$ cat config.mk
export PLATFORM = sky130hd
export DESIGN_NAME = guide_offtarget_score
export DESIGN_NICKNAME = d
export VERILOG_FILES = /design/src/rtl/core/gos_pkg.sv /design/src/rtl/core/guide_offtarget_score.sv
export VERILOG_INCLUDE_DIRS = /design/src /design/src/rtl/core
export SDC_FILE = /design/constraint.sdc
export NUM_CORES = 2
export LEC_CHECK = 0
export ABC_AREA = 1
export BUFFER_PORTS_ARGS = -buffer_cell sky130_fd_sc_hd__buf_2
export CAP_MARGIN = 30
export CORE_MARGIN = 5
export CORE_UTILIZATION = 48
export CTS_BUF_LIST = sky130_fd_sc_hd__clkbuf_8
export DETAILED_ROUTE_END_ITERATION = 7
export SYNTH_ARGS = -nofsm -noshare
export SYNTH_HDL_FRONTEND = slang
export SYNTH_SLANG_ARGS = --single-unit
export TNS_END_PERCENT = 20
$ cat constraint.sdc
create_clock -name clock -period 15.69 [get_ports clock]
set_clock_uncertainty 0.2 [all_clocks]
set_input_delay 2.3535 -clock clock [delete_from_list [all_inputs] [get_ports clock]]
set_output_delay 2.3535 -clock clock [all_outputs]
set_load 0.01 [all_outputs]
$ cat src/rtl/core/guide_offtarget_score_macros.svh
// Assertion macros shared by the guide off-target scoring RTL.
// Included by modules that carry concurrent checks; needs no other file.
`ifndef GUIDE_OFFTARGET_SCORE_MACROS_SVH
`define GUIDE_OFFTARGET_SCORE_MACROS_SVH

// Same-cycle implication, disabled while reset is high.
`define GOS_ASSERT_SAME(label, clk, rst, ante, cons, msg) \
   label: assert property (@(posedge clk) disable iff (rst) (ante) |-> (cons)) \
      else $error(msg);

// Next-cycle implication, disabled while reset is high.
`define GOS_ASSERT_NEXT(label, clk, rst, ante, cons, msg) \
   label: assert property (@(posedge clk) disable iff (rst) (ante) |=> (cons)) \
      else $error(msg);

`endif

$ cat src/rtl/core/gos_pkg.sv
// Types and constants of the guide off-target scoring block.
// No dependencies; imported by guide_offtarget_score.
`default_nettype none

package gos_pkg;

   // Field widths fixed by the stream format
   localparam int NT_W        = 2;
   localparam int SEQ_W       = 40;
   localparam int START_W     = 32;
   localparam int REQ_DATA_W  = 72;
   localparam int RSP_DATA_W  = 96;
   localparam int RSP_USER_W  = 2;

   // Configuration port
   localparam int CSR_ADDR_W  = 3;
   localparam int CSR_DATA_W  = 40;
   localparam int WLEN_W      = 5;
   localparam int SW_W        = 9;

   // Datapath widths (bounded by the 40-bit sequence fields: at most 20 mismatches)
   localparam int K_W         = 5;
   localparam int D_W         = 10;
   localparam int W_W         = 18;
   localparam int WSUM_W      = 22;
   localparam int T_W         = 10;
   localparam int INNER_W     = 12;
   localparam int CORE_W      = 16;
   localparam int DEN_W       = 24;
   localparam int NUM_W       = 30;
   localparam int QB          = 13;
   localparam int DIV_CNT_W   = 4;
   localparam int SCORE_W     = 13;
   localparam int SUM_W       = 24;
   localparam int CNT_W       = 16;
   localparam int SPEC_W      = 24;
   localparam int GC_W        = 5;
   localparam int EFF_W       = 7;
   localparam int PEN_W       = 7;
   localparam int ACC_W       = 36;

   localparam logic [NT_W-1:0]    NT_C        = 2'd1;
   localparam logic [NT_W-1:0]    NT_G        = 2'd2;
   localparam logic [SCORE_W-1:0] SCORE_MAX   = 13'd6400;
   localparam logic [SUM_W-1:0]   SPEC_FULL   = 24'd25600;
   localparam logic [CNT_W-1:0]   CNT_MAX     = 16'hFFFF;
   localparam logic [SW_W-1:0]    SW_ONE      = 9'd256;
   localparam logic [PEN_W-1:0]   PEN_HIGH    = 7'd65;
   localparam logic [PEN_W-1:0]   PEN_MID     = 7'd35;
   localparam logic [PEN_W-1:0]   PEN_FIRST   = 7'd35;
   localparam logic [EFF_W-1:0]   EFF_BASE    = 7'd100;
   localparam logic signed [25:0] SPEC_BIAS   = 26'sd1792;
   localparam logic signed [SPEC_W-1:0] S24_MAX = 24'sh7FFFFF;
   localparam logic signed [SPEC_W-1:0] S24_MIN = 24'sh800000;

   // Per-position mismatch weights e^(1-M), Q16, for the last 20 positions
   localparam int WTAB_N  = 20;
   localparam int WTAB_IW = 5;
   localparam logic [W_W-1:0] WEIGHT_DEF = 18'd178145;
   localparam logic [W_W-1:0] WEIGHT_TAB [WTAB_N] = '{
      18'd178145, 18'd178145, 18'd175669, 18'd178145, 18'd178145,
      18'd120013, 18'd129749, 18'd178145, 18'd120735, 18'd164613,
      18'd114160, 18'd107190, 18'd96505,  18'd76066,  18'd85678,
      18'd77836,  18'd96313,  18'd79726,  18'd89801,  18'd99444
   };

   typedef enum logic [CSR_ADDR_W-1:0] {
      CSR_GUIDE_SEQ  = 3'd0,
      CSR_WIN_LEN    = 3'd1,
      CSR_MAX_MM     = 3'd2,
      CSR_SPEC_W     = 3'd3,
      CSR_FINAL_MODE = 3'd4,
      CSR_GUIDE_POS  = 3'd5
   } csr_index_type;

   typedef enum logic [10:0] {
      S_IDLE = 11'b000_0000_0001,
      S_SCAN = 11'b000_0000_0010,
      S_MUL1 = 11'b000_0000_0100,
      S_MUL2 = 11'b000_0000_1000,
      S_PREP = 11'b000_0001_0000,
      S_CHK  = 11'b000_0010_0000,
      S_DIV  = 11'b000_0100_0000,
      S_ACC  = 11'b000_1000_0000,
      S_SPEC = 11'b001_0000_0000,
      S_PROD = 11'b010_0000_0000,
      S_DONE = 11'b100_0000_0000
   } state_type;

endpackage

`default_nettype wire

$ cat src/rtl/core/guide_offtarget_score.sv
// Guide off-target mismatch scoring: top level with serial scan and divider.
// Depends on gos_pkg and guide_offtarget_score_macros.svh.
//
// Use: write the guide and the scoring registers on the csr_ port while the
// block is idle, then stream candidate sites on req_ (tlast marks the final
// site of the guide). Each site gives one item on rsp_: its score, mismatch
// count and flags, and on the final site the efficiency, specificity and
// weighted total (tlast set); the running sum and listed count then clear.
// The next site can be taken in the cycle after the result of the
// previous one is registered, not before. The scan compares one
// nucleotide position per cycle from the shift registers; a restoring
// divider then gives 13 quotient bits, one a cycle, followed by fixed
// accumulate, specificity and product steps.
// The result sits in an output register: if rsp_tready is low the block
// holds it, finishes the next site and waits until the register frees up.
// Synchronous reset returns the configuration registers to their defaults
// and clears the sum and listed count; no clearing pass is needed.
`default_nettype none
`include "guide_offtarget_score_macros.svh"

module guide_offtarget_score #(
   parameter int SEQ_LEN = 20
) (
   input  logic                              clock,
   input  logic                              reset,
   // configuration writes
   input  logic                              csr_we,
   input  logic [gos_pkg::CSR_ADDR_W-1:0]    csr_addr,
   input  logic [gos_pkg::CSR_DATA_W-1:0]    csr_wdata,
   // candidate sites
   input  logic                              req_tvalid,
   output logic                              req_tready,
   // req_tdata from bit 0: site_sequence[39:0], site_start[71:40]
   input  logic [gos_pkg::REQ_DATA_W-1:0]    req_tdata,
   input  logic                              req_tlast,
   // site results
   output logic                              rsp_tvalid,
   input  logic                              rsp_tready,
   // rsp_tdata from bit 0: site_score[12:0], mismatch_count[17:13],
   // gc_count[22:18], eff_score[29:23], spec_score[53:30],
   // total_score[77:54], listed_count[93:78], zero fill[95:94]
   output logic [gos_pkg::RSP_DATA_W-1:0]    rsp_tdata,
   // rsp_tuser from bit 0: site_listed[0], site_skipped[1]
   output logic [gos_pkg::RSP_USER_W-1:0]    rsp_tuser,
   output logic                              rsp_tlast
);
   import gos_pkg::*;

   localparam int SEQ_BITS  = 2 * SEQ_LEN;
   localparam int EXT_W     = (SEQ_BITS > SEQ_W) ? SEQ_BITS : SEQ_W;
   localparam int POS_W     = $clog2(SEQ_LEN);
   localparam int TAB_SHIFT = WTAB_N - SEQ_LEN;

   // configuration registers
   logic [SEQ_W-1:0]   guide_ff;
   logic [WLEN_W-1:0]  wlen_ff;
   logic [K_W-1:0]     maxmm_ff;
   logic [SW_W-1:0]    sw_ff;
   logic               mode_ff;
   logic [START_W-1:0] gpos_ff;

   // control and accumulated state
   state_type          state_ff, state_in;
   logic [SUM_W-1:0]   sum_ff, sum_in;
   logic [CNT_W-1:0]   listed_ff, listed_in;
   logic               rsp_valid_ff;

   // scan datapath
   logic [SEQ_BITS-1:0] gsr_ff, ssr_ff;
   logic [POS_W-1:0]    pos_ff;
   logic [WLEN_W-1:0]   off_ff;
   logic [K_W-1:0]      k_ff;
   logic [D_W-1:0]      d_ff;
   logic [WSUM_W-1:0]   wsum_ff;
   logic [GC_W-1:0]     gc_ff;
   logic                first_g_ff;
   logic                skip_ff;
   logic                last_ff;

   // multiply and divide datapath
   logic [NUM_W-1:0]    num_ff;
   logic [T_W-1:0]      t_ff;
   logic [CORE_W-1:0]   core_ff;
   logic [NUM_W-1:0]    n_ff;
   logic                ovf_ff;
   logic [DEN_W:0]      rem_ff;
   logic [QB-1:0]       nlo_ff;
   logic [QB-1:0]       q_ff;
   logic [DIV_CNT_W-1:0] div_cnt_ff;

   // final stage datapath
   logic [SCORE_W-1:0]  score_ff;
   logic                site_listed_ff;
   logic [PEN_W-1:0]    pen_ff;
   logic [SW_W-1:0]     w_ff;
   logic signed [SPEC_W-1:0] spec_ff;
   logic signed [ACC_W-1:0]  acc_ff;

   // output register
   logic [SCORE_W-1:0]  out_score_ff;
   logic [K_W-1:0]      out_k_ff;
   logic                out_listed_ff;
   logic                out_skip_ff;
   logic                out_last_ff;
   logic [GC_W-1:0]     out_gc_ff;
   logic [EFF_W-1:0]    out_eff_ff;
   logic [SPEC_W-1:0]   out_spec_ff;
   logic [SPEC_W-1:0]   out_total_ff;
   logic [CNT_W-1:0]    out_cnt_ff;

   // combinational helpers
   logic [WLEN_W-1:0]   len;
   logic [WLEN_W-1:0]   nm1;
   logic [EXT_W-1:0]    gext, sext;
   logic [NT_W-1:0]     g_nt, s_nt;
   logic                mm;
   logic [W_W-1:0]      wt;
   logic [WSUM_W+WLEN_W-1:0] prod1;
   logic [INNER_W-1:0]  inner;
   logic [K_W+INNER_W-1:0] prod2;
   logic [DEN_W-1:0]    den;
   logic [DEN_W:0]      trial;
   logic [SCORE_W-1:0]  score_c;
   logic                listed_c;
   logic [SUM_W:0]      sum_add;
   logic [8:0]          g10, l4, l5, l7, l8;
   logic [PEN_W-1:0]    pen_c;
   logic signed [25:0]  spec0;
   logic signed [SPEC_W-1:0] spec_c;
   logic signed [33:0]  p1;
   logic [15:0]         p2;
   logic signed [ACC_W-1:0] acc_in;
   logic signed [ACC_W-9:0] total_wide;
   logic signed [SPEC_W-1:0] total_c;
   logic                out_free;
   logic                done_fire;

   // effective window length, clamped to 2..SEQ_LEN
   always_comb begin
      if (wlen_ff < WLEN_W'(2)) begin
         len = WLEN_W'(2);
      end else if ({1'b0, wlen_ff} > 6'(SEQ_LEN)) begin
         len = WLEN_W'(SEQ_LEN);
      end else begin
         len = wlen_ff;
      end
   end
   assign nm1 = len - WLEN_W'(1);

   assign gext = EXT_W'(guide_ff);
   assign sext = EXT_W'(req_tdata[SEQ_W-1:0]);

   // compare the top nucleotide of both shift registers
   assign g_nt = gsr_ff[SEQ_BITS-1 -: NT_W];
   assign s_nt = ssr_ff[SEQ_BITS-1 -: NT_W];
   assign mm   = (g_nt != s_nt) && !skip_ff;

   // weight of the position under the scan
   always_comb begin
      int widx;
      widx = int'(pos_ff) + TAB_SHIFT;
      if (widx < 0 || widx >= WTAB_N) begin
         wt = WEIGHT_DEF;
      end else begin
         wt = WEIGHT_TAB[widx[WTAB_IW-1:0]];
      end
   end

   // numerator and denominator factors
   assign prod1 = wsum_ff * nm1;
   assign inner = INNER_W'({d_ff, 2'b00}) + INNER_W'(t_ff);
   assign prod2 = k_ff * inner;
   assign den   = {core_ff, 8'h00};
   assign trial = {rem_ff[DEN_W-1:0], nlo_ff[QB-1]};

   // site score and listing decision
   always_comb begin
      if (skip_ff) begin
         score_c = '0;
      end else if (k_ff == '0) begin
         score_c = SCORE_MAX;
      end else if (k_ff > maxmm_ff) begin
         score_c = '0;
      end else if (ovf_ff || q_ff > SCORE_MAX) begin
         score_c = SCORE_MAX;
      end else begin
         score_c = q_ff;
      end
   end
   assign listed_c = !skip_ff && mode_ff && (k_ff <= maxmm_ff);
   assign sum_add  = {1'b0, sum_ff} + (SUM_W+1)'(score_c);

   // GC-content and first-base penalty
   assign g10 = {1'b0, gc_ff, 3'b000} + {3'b000, gc_ff, 1'b0};
   assign l4  = {2'b00, len, 2'b00};
   assign l8  = {1'b0, len, 3'b000};
   assign l5  = l4 + 9'(len);
   assign l7  = l8 - 9'(len);
   always_comb begin
      if (g10 < l4 || g10 > l8) begin
         pen_c = PEN_HIGH;
      end else if (g10 > l5 && g10 < l7) begin
         pen_c = '0;
      end else begin
         pen_c = PEN_MID;
      end
      if (!first_g_ff) begin
         pen_c = pen_c + PEN_FIRST;
      end
   end

   // specificity in either mode
   assign spec0 = signed'(26'(sum_ff)) - signed'(26'({pen_ff, 8'h00})) + SPEC_BIAS;
   always_comb begin
      if (mode_ff) begin
         if (sum_ff > SPEC_FULL) begin
            spec_c = '0;
         end else begin
            spec_c = signed'(SPEC_FULL - sum_ff);
         end
      end else if (spec0 > 26'(S24_MAX)) begin
         spec_c = S24_MAX;
      end else if (spec0 < 26'(S24_MIN)) begin
         spec_c = S24_MIN;
      end else begin
         spec_c = spec0[SPEC_W-1:0];
      end
   end

   // weighted total, rounded half up, then saturated
   assign p1     = signed'({1'b0, w_ff}) * spec_ff;
   assign p2     = (SW_ONE - w_ff) * EFF_W'(EFF_BASE - pen_ff);
   assign acc_in = ACC_W'(p1) + signed'(ACC_W'({p2, 8'h80}));
   assign total_wide = acc_ff[ACC_W-1:8];
   always_comb begin
      if (total_wide > 28'(S24_MAX)) begin
         total_c = S24_MAX;
      end else if (total_wide < 28'(S24_MIN)) begin
         total_c = S24_MIN;
      end else begin
         total_c = total_wide[SPEC_W-1:0];
      end
   end

   assign out_free  = !rsp_valid_ff || rsp_tready;
   assign done_fire = (state_ff == S_DONE) && out_free;

   // sequencer
   always_comb begin
      state_in = state_ff;
      case (state_ff)
         S_IDLE: if (req_tvalid) state_in = S_SCAN;
         S_SCAN: if (off_ff == '0) state_in = S_MUL1;
         S_MUL1: state_in = S_MUL2;
         S_MUL2: state_in = S_PREP;
         S_PREP: state_in = S_CHK;
         S_CHK:  state_in = S_DIV;
         S_DIV:  if (div_cnt_ff == DIV_CNT_W'(QB - 1)) state_in = S_ACC;
         S_ACC:  state_in = S_SPEC;
         S_SPEC: state_in = S_PROD;
         S_PROD: state_in = S_DONE;
         S_DONE: if (out_free) state_in = S_IDLE;
         default: state_in = S_IDLE;
      endcase
   end

   // running sum and listed count: add in the accumulate step, clear after
   // the final site
   always_comb begin
      sum_in    = sum_ff;
      listed_in = listed_ff;
      if (state_ff == S_ACC) begin
         sum_in = sum_add[SUM_W] ? {SUM_W{1'b1}} : sum_add[SUM_W-1:0];
         if (listed_c && listed_ff != CNT_MAX) begin
            listed_in = listed_ff + CNT_W'(1);
         end
      end else if (done_fire && last_ff) begin
         sum_in    = '0;
         listed_in = '0;
      end
   end

   assign req_tready = (state_ff == S_IDLE);

   // control registers
   always_ff @(posedge clock) begin
      if (reset) begin
         state_ff     <= S_IDLE;
         sum_ff       <= '0;
         listed_ff    <= '0;
         rsp_valid_ff <= 1'b0;
         guide_ff     <= '0;
         wlen_ff      <= WLEN_W'(20);
         maxmm_ff     <= K_W'(4);
         sw_ff        <= SW_W'(128);
         mode_ff      <= 1'b1;
         gpos_ff      <= '0;
      end else begin
         state_ff  <= state_in;
         sum_ff    <= sum_in;
         listed_ff <= listed_in;
         if (done_fire) begin
            rsp_valid_ff <= 1'b1;
         end else if (rsp_tready) begin
            rsp_valid_ff <= 1'b0;
         end
         if (csr_we) begin
            case (csr_addr)
               CSR_GUIDE_SEQ:  guide_ff <= csr_wdata[SEQ_W-1:0];
               CSR_WIN_LEN:    wlen_ff  <= csr_wdata[WLEN_W-1:0];
               CSR_MAX_MM:     maxmm_ff <= csr_wdata[K_W-1:0];
               CSR_SPEC_W:     sw_ff    <= csr_wdata[SW_W-1:0];
               CSR_FINAL_MODE: mode_ff  <= csr_wdata[0];
               CSR_GUIDE_POS:  gpos_ff  <= csr_wdata[START_W-1:0];
               default: ;
            endcase
         end
      end
   end

   // datapath registers
   always_ff @(posedge clock) begin
      case (state_ff)
         S_IDLE: begin
            // load the window, top position first
            gsr_ff  <= gext[SEQ_BITS-1:0];
            ssr_ff  <= sext[SEQ_BITS-1:0];
            pos_ff  <= POS_W'(SEQ_LEN - 1);
            off_ff  <= nm1;
            k_ff    <= '0;
            d_ff    <= '0;
            wsum_ff <= '0;
            gc_ff   <= '0;
            skip_ff <= (req_tdata[REQ_DATA_W-1:SEQ_W] == gpos_ff);
            last_ff <= req_tlast;
         end
         S_SCAN: begin
            // advance one nucleotide position
            gsr_ff <= gsr_ff << NT_W;
            ssr_ff <= ssr_ff << NT_W;
            pos_ff <= pos_ff - POS_W'(1);
            off_ff <= off_ff - WLEN_W'(1);
            if (mm) begin
               k_ff    <= k_ff + K_W'(1);
               d_ff    <= d_ff + D_W'(off_ff);
               wsum_ff <= wsum_ff + WSUM_W'(wt);
            end
            if (g_nt == NT_C || g_nt == NT_G) begin
               gc_ff <= gc_ff + GC_W'(1);
            end
            first_g_ff <= (g_nt == NT_G);
         end
         S_MUL1: begin
            num_ff <= NUM_W'({prod1, 2'b00});
            t_ff   <= T_W'(nm1) * T_W'(k_ff);
         end
         S_MUL2: begin
            core_ff <= prod2[CORE_W-1:0];
         end
         S_PREP: begin
            // add half the divisor for rounding
            n_ff <= num_ff + NUM_W'({core_ff, 7'b000_0000});
         end
         S_CHK: begin
            // quotient of 2^13 or more saturates anyway
            ovf_ff     <= DEN_W'(n_ff[NUM_W-1:QB]) >= den;
            rem_ff     <= (DEN_W+1)'(n_ff[NUM_W-1:QB]);
            nlo_ff     <= n_ff[QB-1:0];
            q_ff       <= '0;
            div_cnt_ff <= '0;
         end
         S_DIV: begin
            // one restoring step per cycle
            if (trial >= {1'b0, den}) begin
               rem_ff <= trial - {1'b0, den};
               q_ff   <= {q_ff[QB-2:0], 1'b1};
            end else begin
               rem_ff <= trial;
               q_ff   <= {q_ff[QB-2:0], 1'b0};
            end
            nlo_ff     <= nlo_ff << 1;
            div_cnt_ff <= div_cnt_ff + DIV_CNT_W'(1);
         end
         S_ACC: begin
            score_ff       <= score_c;
            site_listed_ff <= listed_c;
            pen_ff         <= pen_c;
            w_ff           <= (sw_ff > SW_ONE) ? SW_ONE : sw_ff;
         end
         S_SPEC: begin
            spec_ff <= spec_c;
         end
         S_PROD: begin
            acc_ff <= acc_in;
         end
         S_DONE: begin
            if (out_free) begin
               out_score_ff  <= score_ff;
               out_k_ff      <= skip_ff ? '0 : k_ff;
               out_listed_ff <= site_listed_ff;
               out_skip_ff   <= skip_ff;
               out_last_ff   <= last_ff;
               out_gc_ff     <= last_ff ? gc_ff : '0;
               out_eff_ff    <= last_ff ? EFF_W'(EFF_BASE - pen_ff) : '0;
               out_spec_ff   <= last_ff ? spec_ff : '0;
               out_total_ff  <= last_ff ? total_c : '0;
               out_cnt_ff    <= listed_ff;
            end
         end
         default: ;
      endcase
   end

   assign rsp_tvalid = rsp_valid_ff;
   assign rsp_tdata  = {2'b00, out_cnt_ff, out_total_ff, out_spec_ff, out_eff_ff,
                        out_gc_ff, out_k_ff, out_score_ff};
   assign rsp_tuser  = {out_skip_ff, out_listed_ff};
   assign rsp_tlast  = out_last_ff;

   // checks
   `GOS_ASSERT_NEXT(a_accept_scan, clock, reset, req_tvalid && req_tready,
      state_ff == S_SCAN, "accepted item did not start the scan")
   `GOS_ASSERT_SAME(a_score_max, clock, reset, rsp_valid_ff,
      out_score_ff <= SCORE_MAX, "site score above its maximum")
   `GOS_ASSERT_SAME(a_skip_quiet, clock, reset, rsp_valid_ff && out_skip_ff,
      out_score_ff == '0 && !out_listed_ff && out_k_ff == '0,
      "skipped site carries a score")
   `GOS_ASSERT_NEXT(a_cnt_hold, clock, reset, state_ff != S_ACC && state_ff != S_DONE,
      $stable(listed_ff), "listed count moved outside accumulate or finish")
   `GOS_ASSERT_SAME(a_div_count, clock, reset, state_ff == S_DIV,
      div_cnt_ff < DIV_CNT_W'(QB), "divider ran past its last step")

endmodule

`default_nettype wire
# [Word level (Yosys, flattened, before mapping)]
# Memory sizes are Yosys's and may differ from the RTL's.
# Cells that the tools add are included.
[totals] romBits=576 word_cells=209 reg_bits=604 mem_count=1 out_inout_bits=101 in_bits=121
[classes] mux=49 n_addsub=23 n_eq_ne=29 n_lt_le_gt_ge=20 reduce_logical=33 bitwise_logic=2 mul=5
[memory_table] name="(name not given)" depth=32 width=18 rd=1 rd_ports_with_merged_regs=0 wr=0 line_no="guide_offtarget_score.sv:165" text="wt = WEIGHT_TAB[widx[WTAB_IW-1:0]];"
[op_table] operator="$mux 24" n=9
[op_table] operator="$pmux 40 s2" n=2
[op_table] operator="$pmux 11 s11" n=1
[op_table] operator="$mux 18" n=3
[op_table] operator="$mux 13" n=4
[op_table] operator="$pmux 13 s2" n=2
[op_table] operator="$mux 16" n=3
[op_table] operator="$pmux 24 s2" n=1
[op_table] operator="$mux 11" n=4
[op_table] operator="$pmux 22 s2" n=1
[op_table] operator="$pmux 5 s2" n=4
[op_table] operator="$add 34x25->35" n=1
[op_table] operator="$mul 10x24->34" n=1
[op_table] operator="$eq 32x32->1" n=1
[op_table] operator="$add 29x23->30" n=1
[op_table] operator="$gt 28x24->1 const B" n=1
[op_table] operator="$lt 28x24->1 const B" n=1
[op_table] operator="$mul 22x5->27" n=1
[op_table] operator="$add 25x12->26 const B" n=1
[op_table] operator="$gt 26x24->1 const B" n=1
[op_table] operator="$lt 26x24->1 const B" n=1
[op_table] operator="$add 24x13->25" n=1
[op_table] operator="$ge 25x24->1" n=1
[op_table] operator="$sub 24x15->25" n=1
[op_table] operator="other kinds (73)" n=114

# [Depth between registers and ports, before layout]
[depth] ltp_word=10 mapped_depth=46 mapped_depth_nobuf=44

# [Least setup slack after synthesis]
# OpenSTA, ideal clock, no wires.
[synth_timing] kind="register to register" startpoint="register w_ff[2]" endpoint="register acc_ff[33], data pin" setup_time_ps=258 path_stages_with_launch=40 t_required_ps=15232 path_slack_ps=7351 t_arrival_ps=7881 cell_sequence="edfxtp_1 clkbuf_1 nor3_1 inv_1 or2_2 nor2_1 xor2_1 or2_2 fa_1 fa_1 inv_1 fa_1 inv_1 fa_1 inv_1 ha_1 inv_1 nor3_1 [4 not listed] a21o_1 a21oi_1 o21ai_0 xor2_1 fa_1 inv_1 fa_1 fa_1 inv_1 ha_1 a21oi_1 inv_1 a31oi_1 o221a_2 nand2_1 nand2_1 nand2_1 xor2_1"
[synth_via] elab_chain_len=3 elab_cells_between_ends=4 cone_classes="2 x add/sub; 2 x mul"
[synth_rtl] item="start, declared" line_no="guide_offtarget_score.sv:95" text="logic [SW_W-1:0] w_ff;"
[synth_rtl] item="start signal, assigned" line_no="guide_offtarget_score.sv:388" text="w_ff <= (sw_ff > SW_ONE) ? SW_ONE : sw_ff;"
[synth_rtl] item="$sub 9x9->10" line_no="guide_offtarget_score.sv:232" text="assign p2 = (SW_ONE - w_ff) * EFF_W'(EFF_BASE - pen_ff);"
[synth_rtl] item="$mul 10x8->16" line_no="guide_offtarget_score.sv:232"
[synth_rtl] item="$add 34x25->35 (*)" line_no="guide_offtarget_score.sv:233" text="assign acc_in = ACC_W'(p1) + signed'(ACC_W'({p2, 8'h80}));"
[synth_rtl] item="named net acc_in[33]" line_no="guide_offtarget_score.sv:132" text="logic signed [ACC_W-1:0] acc_in;"
[synth_rtl] item="end signal, assigned" line_no="guide_offtarget_score.sv:394" text="acc_ff <= acc_in;"
[synth_rtl] item="end, declared" line_no="guide_offtarget_score.sv:97" text="logic signed [ACC_W-1:0] acc_ff;"
# Mark *: on every way through the listed nets, which the timed path passes. The rest lies on a longest branch.
# A chain may end at the register's enable or synchronous reset.

# [Worst setup path in the final report]
# Same ends and word-level chain as after synthesis.

==> run summary <==
CTS tree -> yes
CTS resizes -> 0
Total Routed Length -> 117000 µm
# DRC -> 0
Crit Path Max Fanout -> 27
Sink Count -> 589
Mean Syn Cell Area -> 8.44 µm²
Synth Cell Area -> 46700 µm²
Net Switching -> 3.39 mW
Max Root-Sink Buffers -> 3
CP Capture Type -> flop
Die area -> 104000 µm²
Fmax -> 109 MHz
Post-route ant nets -> 0
CP required -> 16010 ps
Combinational share of power -> 49.6%
Seq pwr share -> 30.3%
Critical path's largest stage delay -> 540 ps
Post-Place Setup Slack -> 6520 ps
Startpoint type of the worst setup path -> flop
Leakage power -> 25.4 nW
Final setup violating endpoints -> 0
CP Class -> reg -> reg
Synth cell types -> 68
Post-synthesis async set-or-reset flop share -> 0%
Wire length per cell -> 16.5 µm
Fraction of layout cells with a size suffix above 1 -> 8.71%
H-Tree Depth -> 3
Worst-Skew Late Latency -> 770 ps
Max cap viols -> 0
Initial Util -> 48.3%
Total power -> 7.86 mW
GPL Wtd Cong -> 0.903
Slowest-stage cell, CP -> fa_1
Clk pwr share -> 20.1%
DP Wirelength -> 89400 µm
Num rows -> 114
RSZ-0062 raised after global routing -> no
Worst-margin pin slew -> 1020 ps
First-pass GRT wire length -> 190000 µm
P per Cell Area -> 153 nW/µm²
Vias in the first global route -> 36100
Post-layout util -> 53.2%
Cell Area, Placed -> 49100 µm²
Fin nets -> 6535
Yosys reg bits -> 589
Post-CTS Setup Bufs -> 0
Design area -> 51500 µm²
WP buf/inv -> 9
Min Clock Period, post-route -> 9160 ps
Drt initial violations -> 2415
DR pass1 iterations -> 6
DR vias -> 36200
Power Internal -> 4.47 mW
Slew margin rel. -> 31.8%
Global Route Usage Sum -> 22.6%
Initial antenna violation count -> 5
Hold_buf cts -> 0
Syn. warnings -> 0
Area of the multi-input gates -> 26000 µm²
Number of fill cells in the layout -> 9139
Register area -> 16200 µm²
Grt ovf -> 0
Core Region -> 96700 µm²
RR Startpoint -> w_ff[2]$_SDFFCE_PN0P_
Buffers on Ports -> 219
Cell family with most CP delay -> adder cells
Synth-to-Final Area Change -> 10.1%
Final setup margin -> 6530 ps
Final period util -> 58.4%
Setup_tns -> 0 ps
Largest net degree at the start of global routing -> 91
Final number of max-transition violations -> 0
Die Y -> 322 µm
Vias/cell -> 5.11
Syn Inst Count -> 5539
Worst IR drop on VDD -> 0.000203 V
Post-synth EDFFs -> 445
Clock Pin Slew Worst Setup and Hold Paths -> 60 ps
Synth Flop Type -> edfxtp_1
Root Buffer -> clkbuf_8
Final Hold Vio Count -> 0
CTS Buf Count -> 104
Most Frequent Cell on Critical Path -> inv_1
Worst min-delay path class -> reg -> reg
Sequential area share after synthesis -> 34.8%
Die Span X -> 322 µm
Top Ports -> 222
Outcome -> finished, final reports clean
Crit. Startpoint -> w_ff[2]$_SDFFCE_PN0P_
Hold Crit Start -> num_ff[5]$_DFFE_PP_
Switching Fraction -> 43.1%
CP arrival -> 9480 ps
-- cell type report --
class	count	share of cell area, %
inverters	1019	7.44
repair buffers	255	2.84
well taps	1276	3.10
flip-flops and latches	589	31.6
clock inverters	77	1.30
multi-input cells	3751	50.5
diodes	5	0.0243
clock buffers	120	3.21
-- per-layer routing --
metal / part of all wire, % / routed length (µm) / global-route usage (%) / vias up
met3: 6.6 / 7720 / 4.78 / 177
met4: 2.5 / 2910 / 6.49 / 0
met5: 0 / 0 / 0 / -
met2: 45 / 52500 / 36.0 / 844
met1: 46 / 53700 / 31.4 / 17200
li1: - / - / - / 18000
-- through the flow --
step,hold WS (ps),instances
6_report,192,7092
3_5_place_dp,205,6890
5_1_grt,185,7090
4_1_cts,209,7087
2_1_floorplan,200,5541
3_3_place_gp,200,6884
-- worst register-to-register path: cells and delay by family (launching register included) --
family                     cells  cell delay [ps]
and+or+nand+nor               11             1500
AOI/OAI and AO/OA              7             1200
DFF                            1              350
adders and majority gates      9             4060
xor gates and xnor gates       3              840
buffers and inverters          9              740
-- cell usage after synthesis, types with 18 or more instances --
master	number	area share, %
xor2_1	148	2.8
nand4_1	48	0.64
fa_1	355	15
nor2_1	557	4.5
a21oi_1	304	3.3
edfxtp_1	445	29
ha_1	339	9.1
o211ai_1	25	0.40
o21bai_1	20	0.32
buf_1	24	0.19
nor3_1	69	0.74
o21ai_0	252	2.7
clkbuf_1	136	1.1
a31oi_1	19	0.25
nand2_1	1226	9.8
dfxtp_1	144	6.2
nor4_1	24	0.32
inv_1	1001	8.0
nand2_2	18	0.24
nand3_1	132	1.4
xnor2_1	60	1.1
-- sequential cells by signal, summed over array words and instances (netlist names), 27 cells and up --
name     cells
gpos_ff     32
acc_ff      27
n_ff        28
gsr_ff      40
gext        40
ssr_ff      40
num_ff      27
-- power groups by stage --
| stage | clock, mW | sequential, mW | combinational (mW) |
|---|---|---|---|
| 6_report | 1.58 | 2.38 | 3.89 |
| 5_1_grt | 1.70 | 2.41 | 4.47 |
| 4_1_cts | 1.63 | 2.38 | 3.92 |
| 3_5_place_dp | 0 | 2.41 | 3.89 |
| 3_3_place_gp | 0 | 2.41 | 3.85 |
| 2_1_floorplan | 0 | 2.33 | 2.96 |
-- layout by cell type, fill, tap and decap left out, types with 12 or more instances in the layout --
master,synthesis,layout
nand4_1,48,48
o211ai_1,25,25
buf_4,6,30
nor4_1,24,22
buf_2,13,219
o21bai_1,20,20
clkinv_2,0,12
nand3_1,132,132
fa_1,355,355
xor2_1,148,148
inv_1,1001,1025
nand2_2,18,19
o31ai_1,12,12
o21a_1,15,15
nor2_1,557,554
edfxtp_1,445,445
o21ai_0,252,251
a21oi_1,304,304
nand2_1,1226,1224
nand3_2,13,13
a31oi_1,19,18
nor3_1,69,69
inv_2,15,16
clkbuf_8,0,120
ha_1,339,339
clkinv_1,3,19
xnor2_1,60,60
dfxtp_1,144,144
-- cells by family after synthesis --
family / Yosys count / share of synthesized area, %
adder cells (fa/ha/maj): 694 / 24.3
AO/OA/AOI/OAI: 711 / 8.44
XOR/XNOR: 208 / 3.90
buffers and inverters: 1201 / 9.78
AND/OR/NAND/NOR: 2134 / 18.8
flip-flops: 589 / 34.8
other: 2 / 0.0161
-- final timing paths --
path                           to  slack, ps  cells past startpoint
max          acc_ff[33]$_DFFE_PP_       6530                     39
min             n_ff[5]$_DFFE_PP_        190                      0
max reg2reg  acc_ff[33]$_DFFE_PP_       6530                     39
min reg2reg     n_ff[5]$_DFFE_PP_        190                      0
(Power assumes the default switching activity.)
